## config.mk

```make
export PLATFORM = sky130hd
export DESIGN_NAME = source_code_tokenizer_core_flat
export DESIGN_NICKNAME = d
export VERILOG_FILES = /design/src/design/tk_pkg.sv /design/src/design/tk_if.sv /design/src/design/tk_queue.sv /design/src/design/tk_front.sv /design/src/design/tk_back.sv /design/src/design/source_code_tokenizer_core.sv /design/src/flat_wrapper.sv
export SDC_FILE = /design/constraint.sdc
export NUM_CORES = 1
export LEC_CHECK = 0
export BUFFER_PORTS_ARGS = -buffer_cell sky130_fd_sc_hd__buf_4
export CAP_MARGIN = 20
export CORE_AREA = 2 2 265 267
export CTS_CLUSTER_DIAMETER = 150
export DETAILED_ROUTE_END_ITERATION = 6
export DIE_AREA = 0 0 267 269
export PLACE_DENSITY = 0.76
export SLEW_MARGIN = 20
export SYNTH_ARGS = -nofsm -noshare
export SYNTH_HDL_FRONTEND = slang
export SYNTH_HIERARCHICAL = 1
export SYNTH_SLANG_ARGS = --single-unit
```

## constraint.sdc

```tcl
create_clock -name i_clk -period 6 [get_ports i_clk]
set_input_delay 0.3 -clock i_clk [delete_from_list [all_inputs] [get_ports i_clk]]
set_output_delay 0.3 -clock i_clk [all_outputs]
set_load 0.03 [all_outputs]
```

## src/design/tk_pkg.sv

```systemverilog
`default_nettype none

package tk_pkg;

    // token kinds
    localparam logic [5:0] K_LPAREN = 6'd0;
    localparam logic [5:0] K_RPAREN = 6'd1;
    localparam logic [5:0] K_LBRACE = 6'd2;
    localparam logic [5:0] K_RBRACE = 6'd3;
    localparam logic [5:0] K_PLUS   = 6'd4;
    localparam logic [5:0] K_MINUS  = 6'd5;
    localparam logic [5:0] K_SEMI   = 6'd6;
    localparam logic [5:0] K_COMMA  = 6'd7;
    localparam logic [5:0] K_DOT    = 6'd8;
    localparam logic [5:0] K_SLASH  = 6'd9;
    localparam logic [5:0] K_STAR   = 6'd10;
    localparam logic [5:0] K_ASSIGN = 6'd11;
    localparam logic [5:0] K_BANG   = 6'd13;
    localparam logic [5:0] K_LESS   = 6'd15;
    localparam logic [5:0] K_MORE   = 6'd17;
    localparam logic [5:0] K_STR    = 6'd19;
    localparam logic [5:0] K_INT    = 6'd20;
    localparam logic [5:0] K_ID     = 6'd21;
    localparam logic [5:0] K_KW0    = 6'd22;
    localparam logic [5:0] K_EOF    = 6'd33;
    localparam logic [5:0] K_ERR    = 6'd34;

    // error kinds
    localparam logic [1:0] ERR_NONE    = 2'd0;
    localparam logic [1:0] ERR_UNTERM  = 2'd1;
    localparam logic [1:0] ERR_UNKNOWN = 2'd2;

    // characters with a meaning of their own
    localparam logic [7:0] CH_NUL   = 8'h00;
    localparam logic [7:0] CH_NL    = 8'h0A;
    localparam logic [7:0] CH_QUOTE = 8'h22;
    localparam logic [7:0] CH_EQ    = 8'h3D;
    localparam logic [7:0] CH_UNDER = 8'h5F;

    localparam logic [23:0] POS_MAX = 24'hFFFFFF;

    localparam int KW_NUM = 11;
    localparam int KW_MAX = 6;
    localparam int Q_DEPTH = 4;

    localparam logic [7:0] KW_CHARS [KW_NUM][KW_MAX] = '{
        '{"i", "f", 8'h00, 8'h00, 8'h00, 8'h00},
        '{"c", "l", "a", "s", "s", 8'h00},
        '{"d", "e", "f", 8'h00, 8'h00, 8'h00},
        '{"r", "e", "t", "u", "r", "n"},
        '{"e", "l", "s", "e", 8'h00, 8'h00},
        '{"t", "r", "u", "e", 8'h00, 8'h00},
        '{"f", "a", "l", "s", "e", 8'h00},
        '{"w", "h", "i", "l", "e", 8'h00},
        '{"v", "a", "l", 8'h00, 8'h00, 8'h00},
        '{"v", "a", "r", 8'h00, 8'h00, 8'h00},
        '{"n", "o", "n", "e", 8'h00, 8'h00}
    };
    localparam logic [2:0] KW_LEN [KW_NUM] = '{
        3'd2, 3'd5, 3'd3, 3'd6, 3'd4, 3'd4, 3'd5, 3'd5, 3'd3, 3'd3, 3'd4
    };

    typedef enum logic [2:0] {
        MODE_IDLE,
        MODE_OP,
        MODE_STR,
        MODE_NUM,
        MODE_IDENT,
        MODE_DONE
    } t_mode;

    typedef struct packed {
        logic [5:0]  kind;
        logic [1:0]  err;
        logic [23:0] start;
        logic [15:0] len;
    } t_tok;

    // one queue entry: all tokens caused by one byte
    typedef struct packed {
        t_tok        tok0;
        t_tok        tok1;
        logic        two;
        logic        ident;
        logic [23:0] line;
    } t_entry;

    function automatic t_tok mk_tok(logic [5:0] kind, logic [1:0] err,
                                    logic [23:0] start, logic [15:0] len);
        t_tok t;
        t.kind  = kind;
        t.err   = err;
        t.start = start;
        t.len   = len;
        return t;
    endfunction

    function automatic logic [7:0] kw_char(int k, int i);
        if (i < KW_MAX) begin
            return KW_CHARS[k][i];
        end
        return 8'h00;
    endfunction

    function automatic logic is_digit(logic [7:0] c);
        return c inside {["0":"9"]};
    endfunction

    function automatic logic is_alpha(logic [7:0] c);
        return c inside {["a":"z"], ["A":"Z"]};
    endfunction

    function automatic logic is_ident_char(logic [7:0] c);
        return is_alpha(c) || is_digit(c) || (c == CH_UNDER);
    endfunction

    function automatic logic is_space(logic [7:0] c);
        return c inside {" ", [8'h09:8'h0D]};
    endfunction

    function automatic logic is_single(logic [7:0] c);
        return c inside {"(", ")", "{", "}", "+", "-", ";", ",", ".", "/", "*"};
    endfunction

    function automatic logic [5:0] single_kind(logic [7:0] c);
        logic [5:0] k;
        case (c)
            "(": k = K_LPAREN;
            ")": k = K_RPAREN;
            "{": k = K_LBRACE;
            "}": k = K_RBRACE;
            "+": k = K_PLUS;
            "-": k = K_MINUS;
            ";": k = K_SEMI;
            ",": k = K_COMMA;
            ".": k = K_DOT;
            "/": k = K_SLASH;
            "*": k = K_STAR;
            default: k = K_ERR;
        endcase
        return k;
    endfunction

    function automatic logic is_op(logic [7:0] c);
        return c inside {"=", "!", "<", ">"};
    endfunction

    function automatic logic [5:0] op_base(logic [7:0] c);
        logic [5:0] k;
        case (c)
            "=": k = K_ASSIGN;
            "!": k = K_BANG;
            "<": k = K_LESS;
            ">": k = K_MORE;
            default: k = K_ERR;
        endcase
        return k;
    endfunction

endpackage

`default_nettype wire

```

## src/design/tk_if.sv

```systemverilog
`default_nettype none

interface tk_in_if;
    logic       valid;
    logic       ready;
    logic [7:0] char_byte;
    logic       end_of_input;

    modport source(output valid, output char_byte, output end_of_input, input ready);
    modport sink(input valid, input char_byte, input end_of_input, output ready);
endinterface

interface tk_out_if;
    logic        valid;
    logic        ready;
    logic [5:0]  token_kind;
    logic [1:0]  error_kind;
    logic [23:0] token_start;
    logic [15:0] token_length;
    logic [23:0] line_number;
    logic        last_of_item;

    modport source(output valid, output token_kind, output error_kind, output token_start,
                   output token_length, output line_number, output last_of_item,
                   input ready);
    modport sink(input valid, input token_kind, input error_kind, input token_start,
                 input token_length, input line_number, input last_of_item,
                 output ready);
endinterface

`default_nettype wire

```

## src/design/tk_queue.sv

```systemverilog
`default_nettype none

module tk_queue #(
    parameter int WIDTH = 8,
    parameter int DEPTH = 4
) (
    input  wire logic             i_clk,
    input  wire logic             i_rst_n,
    input  wire logic             i_push,
    input  wire logic [WIDTH-1:0] i_data,
    input  wire logic             i_pop,
    output logic      [WIDTH-1:0] o_data,
    output logic                  o_full,
    output logic                  o_empty
);

    localparam int PW = (DEPTH > 1) ? $clog2(DEPTH) : 1;
    localparam int CW = $clog2(DEPTH + 1);

    logic [WIDTH-1:0] r_mem [DEPTH];
    logic [PW-1:0]    r_wr, n_wr;
    logic [PW-1:0]    r_rd, n_rd;
    logic [CW-1:0]    r_cnt, n_cnt;
    logic             do_push;
    logic             do_pop;

    assign o_full  = (r_cnt == CW'(DEPTH));
    assign o_empty = (r_cnt == '0);
    assign o_data  = r_mem[r_rd];
    assign do_push = i_push && !o_full;
    assign do_pop  = i_pop && !o_empty;

    always_comb begin
        n_wr  = r_wr;
        n_rd  = r_rd;
        n_cnt = r_cnt;
        if (do_push) begin
            n_wr = (r_wr == PW'(DEPTH - 1)) ? '0 : r_wr + 1'b1;
        end
        if (do_pop) begin
            n_rd = (r_rd == PW'(DEPTH - 1)) ? '0 : r_rd + 1'b1;
        end
        if (do_push && !do_pop) begin
            n_cnt = r_cnt + 1'b1;
        end else if (do_pop && !do_push) begin
            n_cnt = r_cnt - 1'b1;
        end
    end

    always_ff @(posedge i_clk) begin
        if (!i_rst_n) begin
            r_wr  <= '0;
            r_rd  <= '0;
            r_cnt <= '0;
        end else begin
            r_wr  <= n_wr;
            r_rd  <= n_rd;
            r_cnt <= n_cnt;
        end
    end

    always_ff @(posedge i_clk) begin
        if (do_push) begin
            r_mem[r_wr] <= i_data;
        end
    end

endmodule

`default_nettype wire

```

## src/design/tk_front.sv

```systemverilog
`default_nettype none

module tk_front
    import tk_pkg::*;
#(
    parameter int MAX_TOKEN_LENGTH = 65535,
    parameter int KEYWORD_BYTES    = 6
) (
    input  wire logic                            i_clk,
    input  wire logic                            i_rst_n,
    tk_in_if.sink                                i_in,
    input  wire logic                            i_full,
    output logic                                 o_push,
    output t_entry                               o_entry,
    output logic [KEYWORD_BYTES-1:0][7:0]        o_prefix
);

    localparam logic [15:0] SPAN_CAP =
        (MAX_TOKEN_LENGTH < 65535) ? 16'(MAX_TOKEN_LENGTH) : 16'hFFFF;

    t_mode                          r_mode, n_mode;
    logic [7:0]                     r_op, n_op;
    logic [23:0]                    r_start, n_start;
    logic [15:0]                    r_span, n_span;
    logic [23:0]                    r_line, n_line;
    logic [23:0]                    r_pos, n_pos;
    logic [KEYWORD_BYTES-1:0][7:0]  r_prefix, n_prefix;

    logic        accept;
    logic [7:0]  c;
    logic        is_end;
    logic [15:0] span_p1;
    logic        have0;
    logic        consumed;
    logic        new_vld;
    t_tok        tok0, tok1, new_tok;
    logic        two;
    logic        ident;

    assign c          = i_in.char_byte;
    assign is_end     = i_in.end_of_input || (c == CH_NUL);
    assign i_in.ready = !i_full;
    assign accept     = i_in.valid && !i_full;
    assign span_p1    = (r_span < SPAN_CAP) ? r_span + 16'd1 : r_span;

    always_comb begin
        n_mode   = r_mode;
        n_op     = r_op;
        n_start  = r_start;
        n_span   = r_span;
        n_line   = r_line;
        n_pos    = r_pos;
        n_prefix = r_prefix;
        tok0     = '0;
        tok1     = '0;
        new_tok  = '0;
        two      = 1'b0;
        ident    = 1'b0;
        have0    = 1'b0;
        consumed = 1'b0;
        new_vld  = 1'b0;

        if (r_mode != MODE_DONE) begin
            if (is_end) begin
                // flush the open token, then end-of-file
                case (r_mode)
                    MODE_OP: begin
                        have0 = 1'b1;
                        tok0  = mk_tok(op_base(r_op), ERR_NONE, r_start, 16'd1);
                    end
                    MODE_STR: begin
                        have0 = 1'b1;
                        tok0  = mk_tok(K_ERR, ERR_UNTERM, r_start, r_span);
                    end
                    MODE_NUM: begin
                        have0 = 1'b1;
                        tok0  = mk_tok(K_INT, ERR_NONE, r_start, r_span);
                    end
                    MODE_IDENT: begin
                        have0 = 1'b1;
                        ident = 1'b1;
                        tok0  = mk_tok(K_ID, ERR_NONE, r_start, r_span);
                    end
                    default: ;
                endcase
                if (have0) begin
                    tok1 = mk_tok(K_EOF, ERR_NONE, r_pos, 16'd0);
                    two  = 1'b1;
                end else begin
                    tok0  = mk_tok(K_EOF, ERR_NONE, r_pos, 16'd0);
                    have0 = 1'b1;
                end
                n_mode = MODE_DONE;
            end else begin
                case (r_mode)
                    MODE_OP: begin
                        have0 = 1'b1;
                        if (c == CH_EQ) begin
                            tok0     = mk_tok(op_base(r_op) + 6'd1, ERR_NONE, r_start, 16'd2);
                            consumed = 1'b1;
                        end else begin
                            tok0 = mk_tok(op_base(r_op), ERR_NONE, r_start, 16'd1);
                        end
                        n_mode = MODE_IDLE;
                    end
                    MODE_STR: begin
                        n_span   = span_p1;
                        consumed = 1'b1;
                        if (c == CH_QUOTE) begin
                            have0  = 1'b1;
                            tok0   = mk_tok(K_STR, ERR_NONE, r_start, span_p1);
                            n_mode = MODE_IDLE;
                        end
                    end
                    MODE_NUM: begin
                        if (is_digit(c)) begin
                            n_span   = span_p1;
                            consumed = 1'b1;
                        end else begin
                            have0  = 1'b1;
                            tok0   = mk_tok(K_INT, ERR_NONE, r_start, r_span);
                            n_mode = MODE_IDLE;
                        end
                    end
                    MODE_IDENT: begin
                        if (is_ident_char(c)) begin
                            for (int i = 0; i < KEYWORD_BYTES; i++) begin
                                if (r_span == 16'(i)) begin
                                    n_prefix[i] = c;
                                end
                            end
                            n_span   = span_p1;
                            consumed = 1'b1;
                        end else begin
                            have0  = 1'b1;
                            ident  = 1'b1;
                            tok0   = mk_tok(K_ID, ERR_NONE, r_start, r_span);
                            n_mode = MODE_IDLE;
                        end
                    end
                    default: ;
                endcase

                // a byte not taken by the open token starts a new one unless it is blank
                if (!consumed) begin
                    n_mode = MODE_IDLE;
                    if (is_space(c)) begin
                        if (c == CH_NL && r_line < POS_MAX) begin
                            n_line = r_line + 24'd1;
                        end
                    end else if (is_single(c)) begin
                        new_vld = 1'b1;
                        new_tok = mk_tok(single_kind(c), ERR_NONE, r_pos, 16'd1);
                    end else if (is_op(c)) begin
                        n_mode  = MODE_OP;
                        n_op    = c;
                        n_start = r_pos;
                        n_span  = 16'd1;
                    end else if (c == CH_QUOTE) begin
                        n_mode  = MODE_STR;
                        n_start = r_pos;
                        n_span  = 16'd1;
                    end else if (is_digit(c)) begin
                        n_mode  = MODE_NUM;
                        n_start = r_pos;
                        n_span  = 16'd1;
                    end else if (is_alpha(c) || c == CH_UNDER) begin
                        n_mode      = MODE_IDENT;
                        n_start     = r_pos;
                        n_span      = 16'd1;
                        n_prefix    = '0;
                        n_prefix[0] = c;
                    end else begin
                        new_vld = 1'b1;
                        new_tok = mk_tok(K_ERR, ERR_UNKNOWN, r_pos, 16'd1);
                    end
                    if (new_vld) begin
                        if (have0) begin
                            tok1 = new_tok;
                            two  = 1'b1;
                        end else begin
                            tok0  = new_tok;
                            have0 = 1'b1;
                        end
                    end
                end

                if (r_pos < POS_MAX) begin
                    n_pos = r_pos + 24'd1;
                end
            end
        end
    end

    always_ff @(posedge i_clk) begin
        if (!i_rst_n) begin
            r_mode   <= MODE_IDLE;
            r_op     <= '0;
            r_start  <= '0;
            r_span   <= '0;
            r_line   <= 24'd1;
            r_pos    <= '0;
            r_prefix <= '0;
        end else if (accept) begin
            r_mode   <= n_mode;
            r_op     <= n_op;
            r_start  <= n_start;
            r_span   <= n_span;
            r_line   <= n_line;
            r_pos    <= n_pos;
            r_prefix <= n_prefix;
        end
    end

    assign o_push        = accept && have0;
    assign o_entry.tok0  = tok0;
    assign o_entry.tok1  = tok1;
    assign o_entry.two   = two;
    assign o_entry.ident = ident;
    assign o_entry.line  = r_line;
    assign o_prefix      = r_prefix;

endmodule

`default_nettype wire

```

## src/design/tk_back.sv

```systemverilog
`default_nettype none

module tk_back
    import tk_pkg::*;
#(
    parameter int KEYWORD_BYTES = 6
) (
    input  wire logic                              i_clk,
    input  wire logic                              i_rst_n,
    input  wire t_entry                            i_entry,
    input  wire logic [KEYWORD_BYTES-1:0][7:0]     i_prefix,
    input  wire logic                              i_empty,
    output logic                                   o_pop,
    tk_out_if.source                               o_out
);

    logic        r_vld;
    t_tok        r_tok;
    logic [23:0] r_line;
    logic        r_last;
    logic        r_sec_vld;
    t_tok        r_sec;

    logic        load;
    logic [5:0]  kind0;
    logic        hit;
    t_tok        head;

    // resolve identifiers against the keyword list
    always_comb begin
        kind0 = i_entry.tok0.kind;
        hit   = 1'b0;
        if (i_entry.ident) begin
            for (int k = KW_NUM - 1; k >= 0; k--) begin
                hit = (i_entry.tok0.len == {13'd0, KW_LEN[k]});
                for (int i = 0; i < KEYWORD_BYTES; i++) begin
                    hit = hit && (i_prefix[i] == kw_char(k, i));
                end
                if (hit) begin
                    kind0 = K_KW0 + 6'(k);
                end
            end
        end
        head      = i_entry.tok0;
        head.kind = kind0;
    end

    assign load  = !r_vld || o_out.ready;
    assign o_pop = load && !r_sec_vld && !i_empty;

    always_ff @(posedge i_clk) begin
        if (!i_rst_n) begin
            r_vld     <= 1'b0;
            r_sec_vld <= 1'b0;
        end else if (load) begin
            if (r_sec_vld) begin
                // second token of the same byte; line stays
                r_vld     <= 1'b1;
                r_tok     <= r_sec;
                r_last    <= 1'b1;
                r_sec_vld <= 1'b0;
            end else if (!i_empty) begin
                r_vld      <= 1'b1;
                r_tok      <= head;
                r_line     <= i_entry.line;
                r_last     <= !i_entry.two;
                r_sec_vld  <= i_entry.two;
                r_sec      <= i_entry.tok1;
            end else begin
                r_vld <= 1'b0;
            end
        end
    end

    assign o_out.valid        = r_vld;
    assign o_out.token_kind   = r_tok.kind;
    assign o_out.error_kind   = r_tok.err;
    assign o_out.token_start  = r_tok.start;
    assign o_out.token_length = r_tok.len;
    assign o_out.line_number  = r_line;
    assign o_out.last_of_item = r_last;

endmodule

`default_nettype wire

```

## src/design/source_code_tokenizer_core.sv

```systemverilog
`default_nettype none

// Streaming source tokenizer. Takes one source byte per transaction and returns tokens
// (kind, start offset, length, line) on the output channel, zero to two per byte; a
// zero byte or end_of_input flushes the open token and emits end-of-file, after which
// bytes are dropped until reset. The front end classifies one byte per cycle and
// writes all tokens it causes as one entry into a 4-entry queue; the back end resolves
// keywords and sends one token per cycle while the output is ready, from a registered
// output stage. Input sustains one byte per cycle while the queue has room; a byte
// yielding two tokens holds the output for each in turn, so the output port sets the
// long-run rate. A byte's tokens are queued, then loaded into the output register.
module source_code_tokenizer_core
    import tk_pkg::*;
#(
    parameter int MAX_TOKEN_LENGTH = 65535,
    parameter int KEYWORD_BYTES    = 6
) (
    input  wire logic i_clk,
    input  wire logic i_rst_n,
    tk_in_if.sink     i_in,
    tk_out_if.source  o_out
);

    localparam int ENTRY_W = $bits(t_entry) + 8 * KEYWORD_BYTES;

    logic                          push;
    logic                          pop;
    logic                          full;
    logic                          empty;
    t_entry                        wr_entry;
    t_entry                        rd_entry;
    logic [KEYWORD_BYTES-1:0][7:0] wr_prefix;
    logic [KEYWORD_BYTES-1:0][7:0] rd_prefix;
    logic [ENTRY_W-1:0]            rd_data;

    tk_front #(
        .MAX_TOKEN_LENGTH(MAX_TOKEN_LENGTH),
        .KEYWORD_BYTES   (KEYWORD_BYTES)
    ) u_front (
        .i_clk   (i_clk),
        .i_rst_n (i_rst_n),
        .i_in    (i_in),
        .i_full  (full),
        .o_push  (push),
        .o_entry (wr_entry),
        .o_prefix(wr_prefix)
    );

    tk_queue #(
        .WIDTH(ENTRY_W),
        .DEPTH(Q_DEPTH)
    ) u_queue (
        .i_clk  (i_clk),
        .i_rst_n(i_rst_n),
        .i_push (push),
        .i_data ({wr_prefix, wr_entry}),
        .i_pop  (pop),
        .o_data (rd_data),
        .o_full (full),
        .o_empty(empty)
    );

    assign rd_entry  = rd_data[$bits(t_entry)-1:0];
    assign rd_prefix = rd_data[ENTRY_W-1:$bits(t_entry)];

    tk_back #(
        .KEYWORD_BYTES(KEYWORD_BYTES)
    ) u_back (
        .i_clk   (i_clk),
        .i_rst_n (i_rst_n),
        .i_entry (rd_entry),
        .i_prefix(rd_prefix),
        .i_empty (empty),
        .o_pop   (pop),
        .o_out   (o_out)
    );

endmodule

`default_nettype wire

```

## src/flat_wrapper.sv

```systemverilog
// flat-port wrapper written by rule: the top's interface ports become plain ports
module source_code_tokenizer_core_flat import tk_pkg::*;
#(
    parameter int MAX_TOKEN_LENGTH = 65535,
    parameter int KEYWORD_BYTES    = 6
)
  (i_clk, i_rst_n, i_in_valid, i_in_char_byte, i_in_end_of_input, i_in_ready, o_out_valid, o_out_token_kind, o_out_error_kind, o_out_token_start, o_out_token_length, o_out_line_number, o_out_last_of_item, o_out_ready);
  tk_in_if i_in_i ();
  tk_out_if o_out_i ();
  input  wire logic i_clk;
  input  wire logic i_rst_n;
  input wire logic [$bits(i_in_i.valid)-1:0] i_in_valid;
  input wire logic [$bits(i_in_i.char_byte)-1:0] i_in_char_byte;
  input wire logic [$bits(i_in_i.end_of_input)-1:0] i_in_end_of_input;
  output wire logic [$bits(i_in_i.ready)-1:0] i_in_ready;
  output wire logic [$bits(o_out_i.valid)-1:0] o_out_valid;
  output wire logic [$bits(o_out_i.token_kind)-1:0] o_out_token_kind;
  output wire logic [$bits(o_out_i.error_kind)-1:0] o_out_error_kind;
  output wire logic [$bits(o_out_i.token_start)-1:0] o_out_token_start;
  output wire logic [$bits(o_out_i.token_length)-1:0] o_out_token_length;
  output wire logic [$bits(o_out_i.line_number)-1:0] o_out_line_number;
  output wire logic [$bits(o_out_i.last_of_item)-1:0] o_out_last_of_item;
  input wire logic [$bits(o_out_i.ready)-1:0] o_out_ready;
  assign i_in_i.valid = i_in_valid;
  assign i_in_i.char_byte = i_in_char_byte;
  assign i_in_i.end_of_input = i_in_end_of_input;
  assign i_in_ready = i_in_i.ready;
  assign o_out_valid = o_out_i.valid;
  assign o_out_token_kind = o_out_i.token_kind;
  assign o_out_error_kind = o_out_i.error_kind;
  assign o_out_token_start = o_out_i.token_start;
  assign o_out_token_length = o_out_i.token_length;
  assign o_out_line_number = o_out_i.line_number;
  assign o_out_last_of_item = o_out_i.last_of_item;
  assign o_out_i.ready = o_out_ready;
  source_code_tokenizer_core #(.MAX_TOKEN_LENGTH(MAX_TOKEN_LENGTH), .KEYWORD_BYTES(KEYWORD_BYTES)) u_core (.i_clk(i_clk), .i_rst_n(i_rst_n), .i_in(i_in_i), .o_out(o_out_i));
endmodule
```

After elaboration in Yosys (flattened, before gate mapping)

Memories as Yosys holds them, arrays and structs flattened. A register that Yosys moved wholly into a read port is not among the register bits.
Cells that the tools add are included.

Memory bits (writable): 680
Bits in registers: 277
Input bits: 13
Memories kept: 1
Word-level logic and storage cells: 415

$lt $le $gt $ge: 11
$add $sub $neg: 8
Mux-type cells: 171
Equal/unequal tests: 84
Bitwise operators: 6
Reductions and logical operators: 107

Memory list:

| name                 | words | width | rd ports | clocked after memory_dff | wr ports | RTL line       | RTL |
|---|---|---|---|---|---|---|---|
| u_core.u_queue.r_mem | 4     | 170   | 1        | 1                        | 1        | tk_queue.sv:20 | `logic [WIDTH-1:0] r_mem [DEPTH];` |

Operators with widths:

| kind                                                                   | count |
|---|---|
| 48-bit two-way mux                                                     | 30 |
| 48-bit one-hot mux with 4 select lines                                 | 2 |
| 8-bit equality test                                                    | 38 |
| 8-bit two-way mux                                                      | 23 |
| 16-bit two-way mux                                                     | 10 |
| 8-bit by 6-bit equality test with 1-bit output, second input constant  | 19 |
| 47-bit two-way mux                                                     | 3 |
| 7-bit two-way mux                                                      | 16 |
| 24-bit two-way mux                                                     | 4 |
| 6-bit two-way mux                                                      | 16 |
| 16-bit by 3-bit equality test with 1-bit output, second input constant | 5 |
| 1-bit logical AND                                                      | 77 |
| 6-bit one-hot mux with 11 select lines                                 | 1 |
| 16-bit by 2-bit equality test with 1-bit output, second input constant | 4 |
| 24-bit by 1-bit adder with 24-bit output, second input constant        | 2 |
| 24-bit < comparator, second input constant                             | 2 |
| 16-bit one-hot mux with 3 select lines                                 | 1 |
| 1-bit two-way mux                                                      | 44 |
| 3-bit two-way mux                                                      | 13 |
| 8-bit by 7-bit equality test with 1-bit output, second input constant  | 3 |
| 6-bit one-hot mux with 4 select lines                                  | 1 |
| 16-bit by 1-bit adder with 16-bit output, second input constant        | 1 |
| 16-bit by 1-bit equality test with 1-bit output, second input constant | 1 |
| 8-bit by 7-bit >= comparator with 1-bit output, second input constant  | 2 |
| other kinds (36)                                                       | 69 |

Longest topological paths before layout

Depth after elaboration: 24
Depth in mapped cells: 16
Gate-level depth less buffers: 13

Hierarchy

Netlist, hierarchy kept.

By module, submodules not included:

| module   | cells each | seq. area each (µm²) | times used | area an instance (µm²) |
|---|---|---|---|---|
| tk_queue | 939        | 20599.8              | 1          | 24979.0 |
| tk_front | 1088       | 2942.8               | 1          | 8572.0 |
| tk_back  | 345        | 3673.5               | 1          | 5363.9 |

Least setup slack after synthesis

OpenSTA, ideal clock, no wires.

Path kind: input to register
Start point: in i_in_char_byte[0]
End point: mem u_core/u_queue/r_mem[1][0] (netlist bit), enable pin
Setup time: 551 ps
Path slack: -605 ps
Arrival time: 6054 ps
Stages on the path: 10
Cells stage by stage: or4_1 buf_2 o21ai_4 o21ai_2 nor4_4 nor2_1 nor2_1 nor2b_1 clkbuf_1 and2_1

Word-level cells in the longest chain between the ends: 21

Ends and longest elaborated chain:

| item                                                                                                             | RTL line                         | RTL |
|---|---|---|
| start, declared                                                                                                  | flat_wrapper.sv:13               | `input wire logic [$bits(i_in_i.char_byte)-1:0] i_in_char_byte;` |
| 8-bit by 7-bit >= comparator with 1-bit output or 8-bit by 7-bit <= comparator with 1-bit output (tied branches) | tk_pkg.sv:110                    | `return c inside {["a":"z"], ["A":"Z"]};` |
| 1-bit logical AND                                                                                                | tk_pkg.sv:110                    |  |
| 2-bit nonzero test                                                                                               | tk_pkg.sv:110                    |  |
| 1-bit logical OR                                                                                                 | tk_front.sv:167                  | `end else if (is_alpha(c) \|\| c == CH_UNDER) begin` |
| 1-bit two-way mux                                                                                                | tk_front.sv:167                  |  |
| 1-bit two-way mux                                                                                                | tk_front.sv:163                  | `end else if (is_digit(c)) begin` |
| 1-bit two-way mux                                                                                                | tk_front.sv:159                  | `end else if (c == CH_QUOTE) begin` |
| 1-bit two-way mux                                                                                                | tk_front.sv:154                  | `end else if (is_op(c)) begin` |
| [7 not listed]                                                                                                   | n/a                              |  |
| 1-bit two-way mux (*)                                                                                            | tk_front.sv:64                   | `if (is_end) begin` |
| 1-bit two-way mux (*)                                                                                            | tk_front.sv:63                   | `if (r_mode != MODE_DONE) begin` |
| 1-bit logical AND (*)                                                                                            | tk_front.sv:215                  | `assign o_push = accept && have0;` |
| named net u_core.push                                                                                            | source_code_tokenizer_core.sv:26 | `logic push;` |
| 1-bit logical AND (*)                                                                                            | tk_queue.sv:30                   | `assign do_push = i_push && !o_full;` |
| named net u_core.u_queue.do_push                                                                                 | tk_queue.sv:24                   | `logic do_push;` |
| 1-bit two-way mux (*)                                                                                            | tk_queue.sv:63                   | `if (do_push) begin` |
| 1-bit two-way mux (implied by the code) (*)                                                                      | tk_queue.sv:64                   | `r_mem[r_wr] <= i_data;` |
| end, declared                                                                                                    | tk_queue.sv:20                   |  |

Mark *: on every way through the listed nets, which the timed path passes. The rest lies on a longest branch. The select of a mux whose other input is x is not followed.

Worst setup path in the final report

Start point: reg u_core.u_front.r_mode[2]
End point: mem u_core/u_queue/r_mem[0][70] (netlist bit), enable pin

Word-level cells in the longest chain between the ends: 12

Ends and longest elaborated chain:

| item                                        | RTL line                         | RTL |
|---|---|---|
| start, declared                             | tk_front.sv:21                   | `t_mode r_mode, n_mode;` |
| start signal, assigned                      | tk_front.sv:205                  | `r_mode <= n_mode;` |
| 3-bit equality test (tied with other cells) | tk_front.sv:95                   | `case (r_mode)` |
| 1-bit one-hot mux with 4 select lines       | tk_front.sv:95                   |  |
| 1-bit two-way mux                           | tk_front.sv:64                   |  |
| 1-bit two-way mux                           | tk_front.sv:63                   |  |
| 1-bit two-way mux                           | tk_front.sv:177                  | `if (new_vld) begin` |
| 1-bit two-way mux                           | tk_front.sv:145                  | `if (!consumed) begin` |
| 1-bit two-way mux                           | tk_front.sv:64                   |  |
| 1-bit two-way mux (*)                       | tk_front.sv:63                   |  |
| 1-bit logical AND (*)                       | tk_front.sv:215                  |  |
| named net u_core.push                       | source_code_tokenizer_core.sv:26 |  |
| 1-bit logical AND (*)                       | tk_queue.sv:30                   |  |
| 1-bit two-way mux (*)                       | tk_queue.sv:63                   |  |
| 1-bit two-way mux (implied by the code) (*) | tk_queue.sv:64                   |  |

Marks and branches as above.

==> flow_metrics.py <==
metrics = {
    "pwr": {
        "p_leak_nw": 14.2,
        "power_per_cell_area_nw_per_um2": 430,
        "irDropWorstVdd_v": 0.000276,
        "total_power_mw": 18.7,
    },
    "placed_design": {
        "gp_congestion": 0.947,
        "port-buffer-count": 87,
        "hpwlAfterDp_um": 53300,
        "post-place-ws_ns": 1.24,
        "placed_cells_incl_taps": 3299,
        "placed_cell_area_um2": 40400,
    },
    "routing": {
        "detail_route.first_pass.iterations": 5,
        "routed_via_density": 6.28,
        "ant_nets": 0,
        "vias": 21800,
        "drcViolationCount": 0,
        "wl_per_cell_um": 24.8,
        "number_of_drc_markers_in_iteration_0": 2391,
        "postRouteWirelength_um": 86200,
    },
    "timing": {
        "setup_viol": 0,
        "minimum_clock_period_ns": 4.74,
        "finalHoldViolations": 0,
        "fin_crit_sh_pct": 79.0,
        "relSlewSlack_pct": 23.3,
        "timing.hold.ws_ns": 0.0626,
        "clock_skew_ns": 0.0253,
        "final-max-slew-violation-count": 0,
        "setup_repair_after_global_routing_missed_its_margin": "false",
        "max_slew.worst_pin.slew_ns": 1.15,
        "postLayoutSetupSlackWorst_ns": 1.26,
        "total_neg_setup_slack_ns": 0,
        "max_freq_mhz": 211,
    },
    "global_route": {
        "global_route.usage.total_pct": 24.2,
        "grt_overflow": 0,
        "maximum_number_of_pins_on_one_net_before_global_route_repair": 74,
        "busiest_layer": "met2",
        "gr-usage-met3_pct": 4.10,
        "gr-usage-met1_pct": 34.4,
        "grt_antenna_before_repair": 3,
        "global_route_met2_usage_pct": 38.6,
        "first_global_vias": 21700,
        "grt_pass1_wl_um": 131000,
    },
    "final_layout": {
        "fraction_of_layout_instances_using_a_drive_strength_above_1_pct": 21.0,
        "finish.utilization_pct": 62.7,
        "design_area_um2": 43500,
        "syn2layout_area_growth_pct": 11.7,
        "post_layout_nonfiller_instances": 3475,
        "fin_nets": 2483,
    },
    "critical_path": {
        "path_class": "flip-flop to flip-flop",
        "timing.critical_path.arrival_ns": 5.03,
        "cp_data_required_time_ns": 6.29,
        "timing.critical_path.fanout_max": 43,
        "worstSetupEndpointType": "flip-flop",
        "cp_startpoint_kind": "flip-flop",
    },
    "logic_synthesis": {
        "synth.yosys.warnings": 6,
        "yosys-top-cells-area": "edfxtp_1, mux4_2, dfxtp_1, mux2i_1, nor2_1",
        "yosys.cell_count.top_type": "edfxtp_1",
        "sequential_element_share_of_the_synthesized_area_pct": 69.9,
        "synth_async_sr_flop_share_pct": 0,
        "synth_commonest_cells": "edfxtp_1, mux4_2, dfxtp_1",
        "ys_dominant_reg_cell": "edfxtp_1",
        "yosys.area.top_type": "edfxtp_1",
        "synth_enable_flop_cells": 801,
        "avgSynthCellArea_um2": 16.4,
        "mappedNetlistArea_um2": 38900,
        "postSynthRegisterBits": 959,
        "post_synth_inst_count": 2372,
        "yosysTopAreaCellShare_pct": 61.8,
        "yosysUniqueCellTypes": 102,
    },
    "floorplanning": {
        "die_w_um": 267,
        "placeableCoreArea_um2": 69300,
        "rows": 97,
        "dieArea_um2": 71800,
        "chipHeight_um": 269,
        "initial_core_util_pct": 56.2,
        "num_io_pins": 88,
    },
    "status": {
        "run_status": "completed",
    },
    "clocking": {
        "tritoncts_clock_tree": "built",
        "clkTransAtPathRegs_ns": 0.06,
        "clock_insertion_delay_worst_skew_ns": 0.65,
        "bufs_on_longest_clock_path": 3,
        "cts-htree-levels": 3,
        "cts_resized": 0,
        "postCtsSetupBuffers": 0,
        "ctsRootBufferMaster": "clkbuf_16",
        "clkSinkCount": 959,
        "cts_inserted_buffers": 92,
    },
    "min_path": {
        "hold_path_class": "primary input to flip-flop",
    },
    "flow_run": {
        "drv.max_cap_violation_count": 0,
    },
}
==> cell type report <==
cell class | count | area [um^2]
diodes | 1 | 2.50
clock buffers | 113 | 2440
clock inverters | 58 | 561
fillers | 4843 | 25800
inverters | 29 | 109
multi-input cells | 1248 | 10900
flip-flops and latches | 959 | 27200
well taps | 940 | 1180
repair buffers | 127 | 1090
==> timing repair <==
action	CTS	global route
setup endpoints to repair	0	0
hold endpoints to repair	4	0
hold buffers	3	0
==> flip-flops by register name, summed over array words and instances, names as in the netlist, 6 cells and up, named ones only <==
register,count
u_core/u_front/o_prefix,48
u_core/u_front/r_line,24
u_core/u_front/r_pos,24
u_core/u_back/o_out.token_start,24
u_core/u_back/o_out.line_number,24
u_core/u_back/o_out.token_kind,6
u_core/u_front/r_start,24
u_core/u_front/r_op,8
u_core/u_front/r_span,16
u_core/u_back/r_sec,48
u_core/u_back/o_out.token_length,16
u_core/u_queue/r_mem,680
==> worst paths after layout <==
check / start / end / slack (ns) / depth (start not counted)
worst max-delay path: u_core/u_front/r_mode[2]$_SDFFE_PN0P_ / u_core/u_queue/r_mem[0][70]$_DFFE_PP_ / 1.26 / 8
worst min-delay path: i_in_char_byte[4] / u_core/u_front/o_prefix[12]$_SDFFE_PN0P_ / 0.06 / 3
worst max register to register: u_core/u_front/r_mode[2]$_SDFFE_PN0P_ / u_core/u_queue/r_mem[0][70]$_DFFE_PP_ / 1.26 / 8
worst min register to register: u_core/u_front/o_prefix[39]$_SDFFE_PN0P_ / u_core/u_front/o_prefix[39]$_SDFFE_PN0P_ / 0.47 / 2
==> cell families after synthesis <==
kind of cell	share of synthesized area, %
flops	69.9
mux	12.5
simple gates	8.97
buf+inv	2.38
fa+ha+maj	0.437
compound gates	5.29
xor+xnor	0.450
other cells	0.00964
==> worst max-delay path, cell delays in order (launching register included) <==
cell	delay (ns)
dfxtp_1	0.67
nor3b_1	0.69
o211ai_1	0.46
nand3_1	0.26
nor2_1	0.09
nor2_1	0.26
nor2b_1	0.64
and2_4	0.73
buf_4	0.53
==> routing by layer <==
metal  wire, um  up-vias
met5          0        -
met4       1950        0
met3       6270      120
met2      41400      882
met1      36600    11200
li1           -     9586
==> layout by cell type (no fill, tap or decap), types with 15 or more instances in the layout <==
| cell type | instances |
|---|---|
| nor2b_1 | 40 |
| dfxtp_1 | 155 |
| mux4_2 | 170 |
| a21oi_1 | 82 |
| o31ai_1 | 19 |
| or3_1 | 21 |
| o21ai_0 | 47 |
| a31oi_1 | 20 |
| nand4_1 | 39 |
| nor4_1 | 20 |
| nand2_1 | 120 |
| mux2i_1 | 57 |
| buf_4 | 114 |
| clkinv_1 | 21 |
| clkbuf_16 | 93 |
| or4_1 | 17 |
| clkbuf_1 | 16 |
| clkinv_2 | 15 |
| and3_1 | 15 |
| a22o_1 | 26 |
| inv_1 | 28 |
| nor3_1 | 31 |
| nor2_1 | 138 |
| mux2_2 | 42 |
| edfxtp_1 | 801 |
| nand3_1 | 85 |
| conb_1 | 17 |
==> power breakdown <==
group | leakage (nW) | switching [mW] | total [mW] | internal, mW
Clock | 1.45 | 2.44 | 5.70 | 3.26
Combinational | 3.97 | 2.42 | 4.17 | 1.75
Sequential | 8.72 | 0.406 | 8.84 | 8.44
Note: power is estimated with default switching activity, not from simulation.
